[config.mk]
export PLATFORM = sky130hd
export DESIGN_NAME = csv_field_tokenizer_top
export DESIGN_NICKNAME = d
export VERILOG_FILES = /design/src/rtl/cft_pkg.sv /design/src/rtl/cft_parser.sv /design/src/rtl/csv_field_tokenizer_top.sv
export SDC_FILE = /design/constraint.sdc
export NUM_CORES = 1
export LEC_CHECK = 0
export BUFFER_PORTS_ARGS = -buffer_cell sky130_fd_sc_hd__buf_2
export CORE_ASPECT_RATIO = 0.5
export CORE_MARGIN = 2
export CORE_UTILIZATION = 63
export CTS_BUF_LIST = sky130_fd_sc_hd__clkbuf_4 sky130_fd_sc_hd__clkbuf_8
export CTS_CLUSTER_SIZE = 10
export DETAILED_ROUTE_END_ITERATION = 7
export PLACE_DENSITY = 0.85
export SYNTH_ARGS = -nofsm -noshare
export SYNTH_HDL_FRONTEND = slang
export SYNTH_SLANG_ARGS = --single-unit
export TNS_END_PERCENT = 20
[constraint.sdc]
create_clock -name i_clk -period 8.5 [get_ports i_clk]
set_input_delay 1.275 -clock i_clk [delete_from_list [all_inputs] [get_ports i_clk]]
set_output_delay 1.275 -clock i_clk [all_outputs]
set_load 0.01 [all_outputs]
[src/rtl/cft_pkg.sv]
package cft_pkg;

    // Default limit on the number of columns in one row.
    localparam int unsigned MAX_COLUMNS_DEF = 256;

    // Fixed byte values of the text format.
    localparam logic [7:0] QUOTE_BYTE    = 8'd34;
    localparam logic [7:0] NEWLINE_BYTE  = 8'd10;
    localparam logic [7:0] SEPARATOR_RST = 8'd44;

    // Result kinds, carried on the output tuser.
    localparam logic [1:0] KIND_CONTENT   = 2'd0;
    localparam logic [1:0] KIND_FIELD_END = 2'd1;
    localparam logic [1:0] KIND_ERROR     = 2'd2;

    // Error codes.
    localparam logic [1:0] ERR_UNCLOSED_QUOTE = 2'd0;
    localparam logic [1:0] ERR_COL_MISMATCH   = 2'd1;
    localparam logic [1:0] ERR_TOO_MANY_COLS  = 2'd2;

    // One result item as handed from the parser to the output register.
    typedef struct packed {
        logic [1:0] kind;
        logic [7:0] content_byte;
        logic [7:0] column_index;
        logic       row_end;
        logic [1:0] error_code;
    } t_result;

endpackage

[src/rtl/cft_parser.sv]
module cft_parser #(
    parameter int unsigned MAX_COLUMNS = 256
) (
    input  logic             i_clk,
    input  logic             i_rst_n,
    input  logic             i_en,
    input  logic [7:0]       i_text_byte,
    input  logic             i_end_of_input,
    input  logic [7:0]       i_separator_char,
    output logic             o_res_valid,
    output cft_pkg::t_result o_res
);
    import cft_pkg::*;

    localparam int unsigned CW = $clog2(MAX_COLUMNS + 1);
    localparam logic [CW-1:0] MAX_COL = CW'(MAX_COLUMNS);

    logic          r_inq, n_inq;
    logic          r_qp, n_qp;
    logic          r_fo, n_fo;
    logic          r_halted, n_halted;
    logic [CW-1:0] r_col, n_col;
    logic [CW-1:0] r_exp, n_exp;

    logic          unquoted;
    logic          row_end;
    logic          do_end;
    logic [CW-1:0] count;
    logic [CW+7:0] col_wide;

    assign count    = r_col + 1'b1;
    assign col_wide = {8'd0, r_col};

    always_comb begin
        n_inq       = r_inq;
        n_qp        = r_qp;
        n_fo        = r_fo;
        n_halted    = r_halted;
        n_col       = r_col;
        n_exp       = r_exp;
        o_res_valid = 1'b0;
        o_res       = '0;
        unquoted    = 1'b0;
        do_end      = 1'b0;
        row_end     = 1'b0;

        if (i_en) begin
            if (i_end_of_input) begin
                if (!r_halted) begin
                    if (r_inq && !r_qp) begin
                        o_res_valid      = 1'b1;
                        o_res.kind       = KIND_ERROR;
                        o_res.error_code = ERR_UNCLOSED_QUOTE;
                    end else if (r_fo || r_col != '0) begin
                        do_end  = 1'b1;
                        row_end = 1'b1;
                    end
                end
            end else if (!r_halted) begin
                if (r_qp) begin
                    n_qp = 1'b0;
                    if (i_text_byte == QUOTE_BYTE) begin
                        // Doubled quote inside quotes gives one quote byte.
                        o_res_valid        = 1'b1;
                        o_res.kind         = KIND_CONTENT;
                        o_res.content_byte = i_text_byte;
                    end else begin
                        n_inq    = 1'b0;
                        unquoted = 1'b1;
                    end
                end else if (r_inq) begin
                    if (i_text_byte == QUOTE_BYTE) begin
                        n_qp = 1'b1;
                    end else begin
                        o_res_valid        = 1'b1;
                        o_res.kind         = KIND_CONTENT;
                        o_res.content_byte = i_text_byte;
                    end
                end else begin
                    unquoted = 1'b1;
                end

                if (unquoted) begin
                    priority if (i_text_byte == QUOTE_BYTE) begin
                        n_inq = 1'b1;
                        n_fo  = 1'b1;
                    end else if (i_text_byte == i_separator_char ||
                                 i_text_byte == NEWLINE_BYTE) begin
                        do_end  = 1'b1;
                        row_end = (i_text_byte == NEWLINE_BYTE);
                    end else begin
                        n_fo               = 1'b1;
                        o_res_valid        = 1'b1;
                        o_res.kind         = KIND_CONTENT;
                        o_res.content_byte = i_text_byte;
                    end
                end
            end

            if (do_end) begin
                o_res_valid = 1'b1;
                priority if (r_col >= MAX_COL) begin
                    n_halted         = 1'b1;
                    o_res.kind       = KIND_ERROR;
                    o_res.error_code = ERR_TOO_MANY_COLS;
                end else if (row_end && r_exp != '0 && count != r_exp) begin
                    n_fo             = 1'b0;
                    n_halted         = 1'b1;
                    o_res.kind       = KIND_ERROR;
                    o_res.error_code = ERR_COL_MISMATCH;
                end else begin
                    n_fo               = 1'b0;
                    o_res.kind         = KIND_FIELD_END;
                    o_res.column_index = col_wide[7:0];
                    o_res.row_end      = row_end;
                    if (row_end) begin
                        n_col = '0;
                        if (r_exp == '0) begin
                            n_exp = count;
                        end
                    end else begin
                        n_col = count;
                    end
                end
            end

            // End of input starts a fresh stream, first-row count included.
            if (i_end_of_input) begin
                n_inq    = 1'b0;
                n_qp     = 1'b0;
                n_fo     = 1'b0;
                n_halted = 1'b0;
                n_col    = '0;
                n_exp    = '0;
            end
        end
    end

    always_ff @(posedge i_clk) begin
        if (!i_rst_n) begin
            r_inq    <= 1'b0;
            r_qp     <= 1'b0;
            r_fo     <= 1'b0;
            r_halted <= 1'b0;
            r_col    <= '0;
            r_exp    <= '0;
        end else begin
            r_inq    <= n_inq;
            r_qp     <= n_qp;
            r_fo     <= n_fo;
            r_halted <= n_halted;
            r_col    <= n_col;
            r_exp    <= n_exp;
        end
    end

`ifndef SYNTH
    a_pending_needs_quotes: assert property (@(posedge i_clk) disable iff (!i_rst_n)
        r_qp |-> r_inq)
        else $error("pending quote outside quoted mode");

    a_column_bounded: assert property (@(posedge i_clk) disable iff (!i_rst_n)
        r_col <= MAX_COL && r_exp <= MAX_COL)
        else $error("column counter beyond limit");

    a_eoi_clears: assert property (@(posedge i_clk) disable iff (!i_rst_n)
        (i_en && i_end_of_input) |=> (r_col == '0 && r_exp == '0 && !r_halted && !r_inq))
        else $error("end of input did not clear the parse state");

    a_halted_silent: assert property (@(posedge i_clk) disable iff (!i_rst_n)
        (r_halted && i_en && !i_end_of_input) |-> !o_res_valid)
        else $error("result produced while halted");
`endif

endmodule

[src/rtl/csv_field_tokenizer_top.sv]
// CSV field tokenizer.
// The slave stream takes one item per text byte: tdata carries the byte and
// tuser flags an end-of-input mark, which carries no byte. The master stream
// gives at most one result item per input item: content bytes of fields,
// field ends with their column index, and errors. tuser gives the result
// kind and tlast is set on a field end that closes its row.
// The separator byte is written through the configuration channel, which is
// always ready; write it only while the block is idle.
// A result is offered from the result register, which the parse logic loads
// from the input register that holds the accepted item.
// Throughput is one item per cycle while the receiver keeps taking results.
// When the receiver stalls, the result register holds its item and the input
// register keeps one more; tready drops only when both are full.
// A synchronous reset empties both registers, clears the parse state and
// restores the separator to a comma.
module csv_field_tokenizer_top #(
    parameter int unsigned MAX_COLUMNS = cft_pkg::MAX_COLUMNS_DEF
) (
    input  logic        i_clk,
    input  logic        i_rst_n,
    // Input stream.
    input  logic        i_s_tvalid,
    output logic        o_s_tready,
    input  logic [7:0]  i_s_tdata,   // [7:0] text_byte
    input  logic        i_s_tuser,   // [0] end_of_input
    // Result stream.
    output logic        o_m_tvalid,
    input  logic        i_m_tready,
    output logic [23:0] o_m_tdata,   // [7:0] content_byte, [15:8] column_index,
                                     // [17:16] error_code, [23:18] zero
    output logic [1:0]  o_m_tuser,   // [1:0] result_kind
    output logic        o_m_tlast,   // row_end
    // Separator configuration.
    input  logic        i_cfg_valid,
    output logic        o_cfg_ready,
    input  logic [7:0]  i_cfg_data
);
    import cft_pkg::*;

    logic       r_in_valid;
    logic [7:0] r_in_byte;
    logic       r_in_eoi;
    logic [7:0] r_sep;
    logic       r_out_valid;
    t_result    r_out;

    logic       parse_now;
    logic       res_valid;
    t_result    res;

    // The input item is parsed once the result register can take its result.
    assign parse_now  = r_in_valid && (!r_out_valid || i_m_tready);
    assign o_s_tready = !r_in_valid || parse_now;
    assign o_cfg_ready = 1'b1;

    always_ff @(posedge i_clk) begin
        if (!i_rst_n) begin
            r_in_valid <= 1'b0;
        end else if (o_s_tready) begin
            r_in_valid <= i_s_tvalid;
        end
    end

    always_ff @(posedge i_clk) begin
        if (o_s_tready && i_s_tvalid) begin
            r_in_byte <= i_s_tdata;
            r_in_eoi  <= i_s_tuser;
        end
    end

    always_ff @(posedge i_clk) begin
        if (!i_rst_n) begin
            r_sep <= SEPARATOR_RST;
        end else if (i_cfg_valid) begin
            r_sep <= i_cfg_data;
        end
    end

    cft_parser #(
        .MAX_COLUMNS(MAX_COLUMNS)
    ) u_parser (
        .i_clk            (i_clk),
        .i_rst_n          (i_rst_n),
        .i_en             (parse_now),
        .i_text_byte      (r_in_byte),
        .i_end_of_input   (r_in_eoi),
        .i_separator_char (r_sep),
        .o_res_valid      (res_valid),
        .o_res            (res)
    );

    // Result register: refilled when empty or when its item is taken.
    always_ff @(posedge i_clk) begin
        if (!i_rst_n) begin
            r_out_valid <= 1'b0;
        end else if (!r_out_valid || i_m_tready) begin
            r_out_valid <= parse_now && res_valid;
        end
    end

    always_ff @(posedge i_clk) begin
        if (parse_now && res_valid) begin
            r_out <= res;
        end
    end

    assign o_m_tvalid = r_out_valid;
    assign o_m_tdata  = {6'd0, r_out.error_code, r_out.column_index, r_out.content_byte};
    assign o_m_tuser  = r_out.kind;
    assign o_m_tlast  = r_out.row_end;

endmodule

==> run_results.csv, run 1 <==
group,metric,value,unit
timing,fin_ws,5440,ps
final_layout,final_cell_mix,"44 x buf_2, 32 x dfxtp_1, 31 x nand2_1",
synthesis,synthFlopType,"dfxtp_1",
route,post_drt_wl_per_cell,15.25,um
worst_setup_path,start_kind,"primary input",
floorplanning,die_area,5895,um2
final_layout,layout.nets,388,
run_status,status,"finished clean",
timing,rsz0062_at_grt,"no",
final_layout,synthToLayoutAreaGrowth,10.64,%
timing,finalSetupViolCount,0,
placed_design,dp_slack,5448,ps
run,maxCapViolations,0,
route,drtAntennaViolNets,0,
global_routing,grt_pass1_wl,11300,um
clock_network,clock-root-buffer,"clkbuf_8",
global_routing,grt_pass1_vias,2418,
synthesis,syn-mean-instance-area,10.02,um2
timing,min_period,3060,ps
timing,finalSetupTns,0,ps
global_routing,grt_antenna_before_repair,0,
route,viasPerCell,5.706,
final_layout,layoutNonFillerInstCount,439,
worst_setup_path,crit_arrival,1790,ps
worst_setup_path,max_stage_delay,170,ps
clock_network,tritoncts.num_buffers,9,
min_path,hp-class,"reg -> reg",
worst_setup_path,timing.rr.start,"u_parser.r_col[0]",
worst_setup_path,timing.rr.end,"o_m_tdata[13]",
clock_network,clk_path_buf_depth,2,
timing,hold_viol,0,
final_layout,layout_commonest_cell,"buf_2",
worst_setup_path,critical_path_class,"in -> out",
route,num_vias,2505,
clock_network,clock-sinks,62,
worst_setup_path,critPathLaunch,"i_m_tready",
route,drt_iter0_drc,146,
pwr,p_per_area,168.8,nW/um2
timing,finalMaxSlewViolations,0,
pwr,vdd_drop_max,0.0001332,V
clock_network,clock_latency,340,ps
synthesis,yosysTopAreaCell,"edfxtp_1",
floorplanning,rows,18,
clock_network,cts_setup_buffers,0,
route,drc_errors,0,
floorplanning,core,5000,um2
final_layout,diodes,0,
placed_design,io_buffer_count,44,
final_layout,finish.instance_area,3669,um2
global_routing,overflow,0,
min_path,hp-start,"u_parser.r_exp[2]",
worst_setup_path,reg2reg_slack,5830,ps
global_routing,track_usage,24.38,%
clock_network,cts_tree,"yes",
synthesis,synth-seq-cells,62,
synthesis,yosysSeqAreaShare,46.49,%
synthesis,ys_async_sr_fraction,0,%
worst_setup_path,reg2regPathDepth,8,
global_routing,grt_max_degree,43,
placed_design,placedCellCount,423,
min_path,min_delay_worst_endpoint,"u_parser.r_exp[2]",
placed_design,hpwlAfterDp,4602,um
worst_setup_path,path_buf_inv,2,
worst_setup_path,cpMaxStageDelayCell,"nor2b_1",
final_layout,drive_gt1_share,21.14,%
pwr,p_leak,1.429,nW
synthesis,ys_types,59,
min_path,hold_depth,2,
floorplanning,die_w,106.6,um
worst_setup_path,path_common_cell,"buf_2",
floorplanning,boundaryPins,52,
worst_setup_path,crit_family,"simple AND/OR/NAND/NOR gates",
worst_setup_path,end_kind,"output pin",
synthesis,synth_area_leaders,"edfxtp_1 27%, dfxtp_1 19%, and2_1 3.6%",
route,drt-total-wl,6693,um
synthesis,ys_warn_count,0,
worst_setup_path,cp_max_fo,3,
clock_network,h-tree-depth,3,
placed_design,place_area,3478,um2
synthesis,synth_edf_count,30,
floorplanning,die_y,55.30,um
clock_network,path_clk_slew,70,ps
route,firstDrtPassIters,5,
synthesis,mappedNetlistArea,3316,um2
timing,post-route-period-util,36.01,%
clock_network,cts-hold-fix-buffers,0,
worst_setup_path,crit_chain,"buf_2, nor2b_1, nand2_1, buf_2",
floorplanning,initial_core_util,66.32,%
synthesis,synth_top_cell_area_share,27.17,%
timing,clock-skew-final,9.985,ps
timing,tightestPinTransition,764.1,ps
worst_setup_path,required,7220,ps
synthesis,syn_inst,331,
clock_network,cts-resized-gates,0,
placed_design,gp_congestion,0.8427,
timing,clock.fmax,0.3267,GHz
timing,slew_headroom,49.06,%
-- how the worst max path moves through the flow --
stage | endpoint | slack, ps | cells after the start
final | o_s_tready | 5440 | 4
after global routing | o_s_tready | 5410 | 4
after CTS | o_s_tready | 5440 | 4
after detailed placement | o_s_tready | 5450 | 4
after global placement | o_s_tready | 5480 | 4
after floorplan | o_m_tdata[0] | 5630 | 7
-- area by class of cell --
class / count / area [um2]
Multi-Input combinational cell: 241 / 1603
Sequential cell: 62 / 1541
Fill cell: 353 / 1331
Timing Repair Buffer: 45 / 227.7
Clock buffer: 11 / 138.9
Tap cell: 70 / 87.58
Clock inverter: 5 / 51.30
Inverter: 5 / 18.77
-- per-layer routing --
| layer | global-route usage (%) | wire [um] |
|---|---|---|
| met2 | 40.95 | 3311 |
| met1 | 30.60 | 2761 |
| met5 | 0 | 0 |
| met4 | 8.534 | 119 |
| met3 | 6.612 | 501 |
-- synthesized netlist by cell type, types with 9 or more instances --
master and instances:
clkbuf_1 9, and2_1 19, dfxtp_1 32, a21oi_1 11
nand3_1 12, o21ai_0 14, nand2_1 31, nor4_1 10
edfxtp_1 30, xor2_1 12, nor2b_1 15, nor2_1 16
xnor2_1 11, o21ai_1 14
-- through the flow --
stage	util, %	hold slack [ps]	power [W]
3_3_place_gp	69.57	462.5	0.0003730
4_1_cts	73.37	489.3	0.0006211
5_1_grt	73.37	516.5	0.0006402
6_report	73.37	488.8	0.0006192
3_5_place_dp	69.57	482.0	0.0003747
2_1_floorplan	-	442.0	0.0003641
-- report_power, final --
group / switching (W) / leakage [nW] / internal [W] / total (W)
Combinational: 0.0000229 / 0.776 / 0.0000166 / 0.0000395
Sequential: 0.00000772 / 0.555 / 0.000321 / 0.000329
Clock: 0.000111 / 0.0976 / 0.000140 / 0.000250
-- worst reg2reg max path, delay by kind of cell, from the launching register on --
family / cells / cell delay, ps
AO/OA/AOI/OAI: 1 / 230
XOR/XNOR: 2 / 440
adder cells (fa/ha/maj): 1 / 420
flip-flops: 1 / 540
AND/OR/NAND/NOR: 4 / 910
-- flip-flops by register name (all words and copies together) (netlist names) --
register,flops
o_m_tlast,1
u_parser.r_fo,1
u_parser.r_qp,1
u_parser.r_halted,1
o_m_tdata,18
o_m_tvalid,1
u_parser.r_col,9
u_parser.r_exp,9
o_m_tuser,2
r_in_valid,1
r_sep,8
r_in_byte,8
r_in_eoi,1
u_parser.r_inq,1
-- cell families after synthesis --
group,after synthesis,share of synthesized area (%)
and+or+nand+nor,140,25.74
DFF,62,46.49
AOI/OAI and AO/OA,60,11.89
buffers and inverters,33,5.735
xor gates and xnor gates,24,6.755
muxes,8,2.415
adders and majority gates,2,0.7546
other,2,0.2265
Note: power is estimated with default switching activity, not from simulation.
==> run 2, diff against run 1 <==
Settings changed: ABC_AREA set to 1, CORE_UTILIZATION 63 to 53, PLACE_DENSITY 0.85 to 0.77.
Clock period 8.5 ns to 2.6 ns, I/O delays scaled along.
==> run_results.csv, run 2 <==
group,metric,value,unit
timing,finalSetupTns,0,ps
clock_network,path_clk_slew,70,ps
floorplanning,die_w,113.1,um
route,firstDrtPassIters,6,
worst_setup_path,cpMaxStageDelayCell,"dfxtp_1",
final_layout,diodes,0,
min_path,hp-class,"in -> reg",
global_routing,track_usage,22.24,%
worst_setup_path,crit_arrival,2460,ps
worst_setup_path,crit_chain,"inv_2, ha_1, xnor2_1, nand2_1, nor2_1, nand3_1, nor2_2, nand3_2, nand3_4, inv_2, nor2_4, nor2_1, nor2_1",
clock_network,cts_setup_buffers,0,
worst_setup_path,start_kind,"flop",
synthesis,ys_async_sr_fraction,0,%
worst_setup_path,critical_path_class,"reg -> reg",
floorplanning,initial_core_util,56.24,%
synthesis,syn-mean-instance-area,7.478,um2
worst_setup_path,cp_max_fo,10,
worst_setup_path,cp.depth,13,
route,drt-total-wl,6857,um
timing,clock-skew-final,7.114,ps
synthesis,synth_edf_count,30,
timing,finalMaxSlewViolations,0,
clock_network,cts-resized-gates,0,
placed_design,hpwlAfterDp,5073,um
floorplanning,die_area,6624,um2
floorplanning,core,5610,um2
route,drtAntennaViolNets,0,
worst_setup_path,reg2regPathDepth,13,
floorplanning,boundaryPins,52,
synthesis,yosys-top-cells-count,"125 x nand2_1, 61 x nor2_1, 53 x inv_1",
global_routing,overflow,0,
timing,rsz0062_at_grt,"no",
synthesis,ys_warn_count,0,
floorplanning,die_y,58.56,um
synthesis,ys_types,27,
final_layout,layout.nets,496,
pwr,p_total,0.002195,W
timing,finalSetupViolCount,0,
clock_network,cts-hold-fix-buffers,0,
worst_setup_path,end_kind,"flop",
route,drt_iter0_drc,190,
clock_network,cts_tree,"yes",
pwr,p_per_area,606.3,nW/um2
route,drc_errors,3,
synthesis,yosysTopAreaCell,"edfxtp_1",
final_layout,final_cell_mix,"125 x nand2_1, 61 x nor2_1, 53 x inv_1",
timing,post-route-period-util,83.45,%
synthesis,synth_top_cell_area_share,28.55,%
final_layout,drive_gt1_share,15.72,%
synthesis,yosys.cell_count.top_type,"nand2_1",
route,post_drt_wl_per_cell,12.47,um
synthesis,yosysSeqAreaShare,48.85,%
clock_network,clock_latency,360,ps
placed_design,io_buffer_count,44,
worst_setup_path,crit_family,"simple AND/OR/NAND/NOR gates",
synthesis,mappedNetlistArea,3156,um2
clock_network,clock-root-buffer,"clkbuf_8",
pwr,p_leak,1.639,nW
timing,min_period,2170,ps
route,viasPerCell,5.009,
synthesis,synth_area_leaders,"edfxtp_1 29%, dfxtp_1 20%, nand2_1 15%",
worst_setup_path,max_stage_delay,440,ps
global_routing,grt_max_degree,22,
timing,hold_viol,0,
clock_network,h-tree-depth,3,
min_path,hold_depth,1,
final_layout,layout_commonest_cell,"nand2_1",
timing,holdWs,200.6,ps
worst_setup_path,required,2890,ps
pwr,vdd_drop_max,0.0004742,V
placed_design,gp_congestion,0.9642,
global_routing,grt_pass1_vias,2421,
synthesis,synthFlopType,"dfxtp_1",
synthesis,synth-seq-cells,62,
run_status,violations,"design-rule violations",
clock_network,clock-sinks,62,
timing,clock.fmax,0.4609,GHz
final_layout,synthToLayoutAreaGrowth,14.71,%
synthesis,syn_inst,422,
run,maxCapViolations,0,
global_routing,grt_antenna_before_repair,0,
clock_network,tritoncts.num_buffers,9,
global_routing,grt_pass1_wl,11010,um
worst_setup_path,path_buf_inv,2,
clock_network,clk_path_buf_depth,2,
floorplanning,rows,19,
final_layout,largest_reg_flops,18,
run_status,status,"complete, but fails checks",
route,num_vias,2755,
worst_setup_path,path_common_cell,"nor2_1",
run 2: cell count changes after synthesis, sizes merged, moves of 7 or more:
cell and delta:
nor2 +49, inv +52, xor2 -9, nor3 +7, nand3 +15, o21ai -16, nor2b -15, mux2i -8
nand2 +97, nor4 -10, and2 -20, buf -11
run 2: cell families after synthesis:
family / count (synthesis) / share of synthesized area (%)
adder cells (fa/ha/maj): 2 / 0.7929
XOR/XNOR: 8 / 2.221
flip-flops: 62 / 48.85
other: 2 / 0.2380
AND/OR/NAND/NOR: 246 / 33.31
AO/OA/AOI/OAI: 31 / 5.313
buffers and inverters: 71 / 9.278
run 2: layout make-up:
class | instances | area [um2]
tap | 73 | 91.34
timing repair buffer | 45 | 227.7
fill | 504 | 1991
clock inverter | 5 | 48.80
multi-input combinational | 294 | 1340
sequential | 62 | 1541
clock buffer | 11 | 145.1
inverter | 60 | 225.2
run 2: final timing paths:
check                          from           endpoint  slack [ps]
setup reg to reg  u_parser.r_col[0]  u_parser.r_col[4]         430
setup / recovery  u_parser.r_col[0]  u_parser.r_col[4]         430
hold reg to reg            r_sep[1]           r_sep[1]         480
hold / removal         i_s_tdata[0]       r_in_byte[0]         200
run 2: through the flow:
| step | worst slack [ps] | area (um2) | utilization, % | std cells |
|---|---|---|---|---|
| after floorplan | 656.9 | 3174 | - | 427 |
| after global placement | 455.6 | 3426 | 61.06 | 534 |
| after detailed placement | 456.6 | 3426 | 61.06 | 534 |
| after CTS | 430.3 | 3620 | 64.52 | 550 |
| after global routing | 161.1 | 3620 | 64.52 | 550 |
| final | 430.2 | 3620 | 64.52 | 550 |
run 2: report_power, final:
group          leakage (nW)  internal, W  switching (W)
clock network         0.104     0.000471       0.000367
registers             0.546      0.00107      0.0000331
logic                 0.990    0.0000864       0.000166
run 2: per-layer routing:
metal	GRT usage, %	part of all wire, %	up-vias
met3	8.445	8.5	13
met5	0	0	-
met4	10.28	1.7	0
li1	-	-	1422
met2	34.99	45	110
met1	27.75	45	1210
==> run 3, diff against run 2 <==
Settings changed: ABC_AREA 1 to 0, PLACE_DENSITY 0.77 to 0.76.
Clock period 2.6 ns to 1.9 ns, I/O delays scaled along.
==> run_results.csv, run 3 (same netlist as run 1, synthesis figures left out) <==
group,metric,value,unit
worst_setup_path,cp_max_fo,21,
pwr,switchingPower,0.0006757,W
floorplanning,die_w,115.9,um
floorplanning,rows,20,
final_layout,final_cell_mix,"64 x buf_4, 44 x buf_2, 31 x dfxtp_1",
worst_setup_path,start_kind,"flop",
final_layout,layout.nets,457,
placed_design,dp_slack,-359.2,ps
clock_network,clk_path_buf_depth,2,
route,num_vias,2826,
placed_design,hpwlAfterDp,5721,um
run_status,status,"complete, but fails checks",
worst_setup_path,end_kind,"flop",
clock_network,clock_latency,340,ps
final_layout,largest_reg_flops,18,
route,post_drt_wl_per_cell,15.30,um
global_routing,grt_pass1_wl,13100,um
final_layout,fillers,428,
global_routing,grt_max_degree,23,
timing,hold_viol,0,
pwr,pwr-share-seq,51.2,%
worst_setup_path,cpMaxStageDelayCell,"edfxtp_1",
placed_design,gp_congestion,0.8934,
worst_setup_path,crit_chain,"nor4b_4, and4b_4, a21oi_2, o31ai_4, nand2_2, a21boi_4, nor2_4, buf_12",
floorplanning,die_y,59.93,um
clock_network,h-tree-depth,3,
timing,finalSetupTns,-15560,ps
pwr,vdd_drop_max,0.0004741,V
final_layout,synthToLayoutAreaGrowth,31.85,%
timing,finalMaxSlewViolations,0,
worst_setup_path,reg2reg_slack,-360,ps
route,drtAntennaViolNets,0,
worst_setup_path,max_stage_delay,460,ps
global_routing,grt_pass1_vias,2801,
clock_network,clock-sinks,62,
route,drc_errors,0,
worst_setup_path,crit_arrival,2310,ps
timing,tightestPinTransition,681.3,ps
final_layout,layout_commonest_cell,"buf_4",
pwr,p_clk_share,39.7,%
timing,rsz0062_at_grt,"yes",
min_path,hp-class,"in -> reg",
final_layout,diodes,0,
floorplanning,core,6056,um2
final_layout,drive_gt1_share,39.95,%
global_routing,overflow,0,
run_status,violations,"negative setup slack",
floorplanning,initial_core_util,54.75,%
clock_network,path_clk_slew,70,ps
timing,clock.fmax,0.4420,GHz
pwr,intPower,0.002188,W
clock_network,tritoncts.num_buffers,9,
placed_design,io_buffer_count,44,
pwr,swShare,23.59,%
floorplanning,boundaryPins,52,
worst_setup_path,critical_path_class,"reg -> reg",
clock_network,cts_tree,"yes",
pwr,p_leak,1.817,nW
global_routing,grt_antenna_before_repair,0,
route,drt-total-wl,8046,um
timing,clock-skew-final,8.019,ps
route,firstDrtPassIters,5,
route,drt_iter0_drc,121,
route,viasPerCell,5.373,
pwr,p_per_area,655.1,nW/um2
timing,slew_headroom,54.49,%
pwr,p_comb_share,9.1,%
clock_network,clock-root-buffer,"clkbuf_8",
floorplanning,die_area,6943,um2
worst_setup_path,required,1950,ps
timing,post-route-period-util,119.1,%
timing,finalSetupViolCount,63,
global_routing,track_usage,24.80,%
run,maxCapViolations,0,
timing,min_period,2262,ps
timing,fin_ws,-362.4,ps
==> run 3: cell types whose count changed in the layout (fill, tap and decap cells not counted), moves of 7 or more <==
cell,previous run,this run
and2_1,0,14
buf_4,1,64
inv_1,53,5
mux2i_1,0,8
nand2_1,125,30
nand3_1,30,6
nand3_2,1,9
nor2_1,61,12
nor2b_1,0,14
nor3_1,12,3
nor4_1,0,7
o21ai_1,0,15
xor2_1,3,12
==> run 3: worst paths after layout <==
check | from | end | cells after the start
worst max register to register | r_in_byte[0] | o_m_tdata[9] | 8
worst max-delay path | r_in_byte[0] | o_m_tdata[9] | 8
worst min-delay path | i_s_tdata[5] | r_in_byte[5] | 1
worst min register to register | u_parser.r_exp[6] | u_parser.r_exp[6] | 2
==> run 3: worst max-delay path: cells and delay by family (launching register included) <==
family | cells | cell delay [ps]
and+or+nand+nor | 4 | 840
AOI/OAI and AO/OA | 3 | 490
DFF | 1 | 460
buffers and inverters | 1 | 170
==> run 3: what timing repair did <==
item                                   in CTS  in global routing
pin swaps                                  13                  7
hold buffers                                0                  0
setup endpoints to repair                  64                 64
endpoints found under the hold margin       0                  0
buffers inserted                            3                  1
resized for setup                          19                 12
==> run 3: area by class of cell <==
cell class	count	area (um2)	area share (%)
clock buffers	11	138.9	3.177
flip-flops and latches	62	1543	35.29
multi-input cells	241	1717	39.27
well taps	88	110.1	2.519
clock inverters	5	50.05	1.145
inverters	5	18.77	0.4293
repair buffers	114	794.5	18.17
==> run 3: power groups by stage <==
stage / clock network (W) / logic, W / registers (W)
2_1_floorplan: 0 / 0.000139 / 0.00149
3_3_place_gp: 0 / 0.000232 / 0.00149
3_5_place_dp: 0 / 0.000241 / 0.00150
4_1_cts: 0.00114 / 0.000255 / 0.00147
5_1_grt: 0.00119 / 0.000281 / 0.00147
6_report: 0.00114 / 0.000260 / 0.00147
==> run 3: metrics by stage <==
stage / hold WS (ps) / cells / total power, W / instance area (um2) / utilization [%]
6_report: 118.3 / 526 / 0.002864 / 4372 / 72.19
3_5_place_dp: 463.1 / 506 / 0.001736 / 4045 / 66.80
3_3_place_gp: 461.8 / 506 / 0.001725 / 4045 / 66.80
5_1_grt: 108.8 / 526 / 0.002943 / 4372 / 72.19
2_1_floorplan: 383.9 / 336 / 0.001633 / 3354 / -
4_1_cts: 109.7 / 525 / 0.002863 / 4325 / 71.43
==> run 3: routing by layer <==
layer	share of wire (%)	vias to the layer above	track usage, %
li1	-	1359	-
met1	42	1340	29.28
met2	49	104	43.94
met3	6.1	23	6.389
met4	2.2	0	10.54
met5	0	-	0
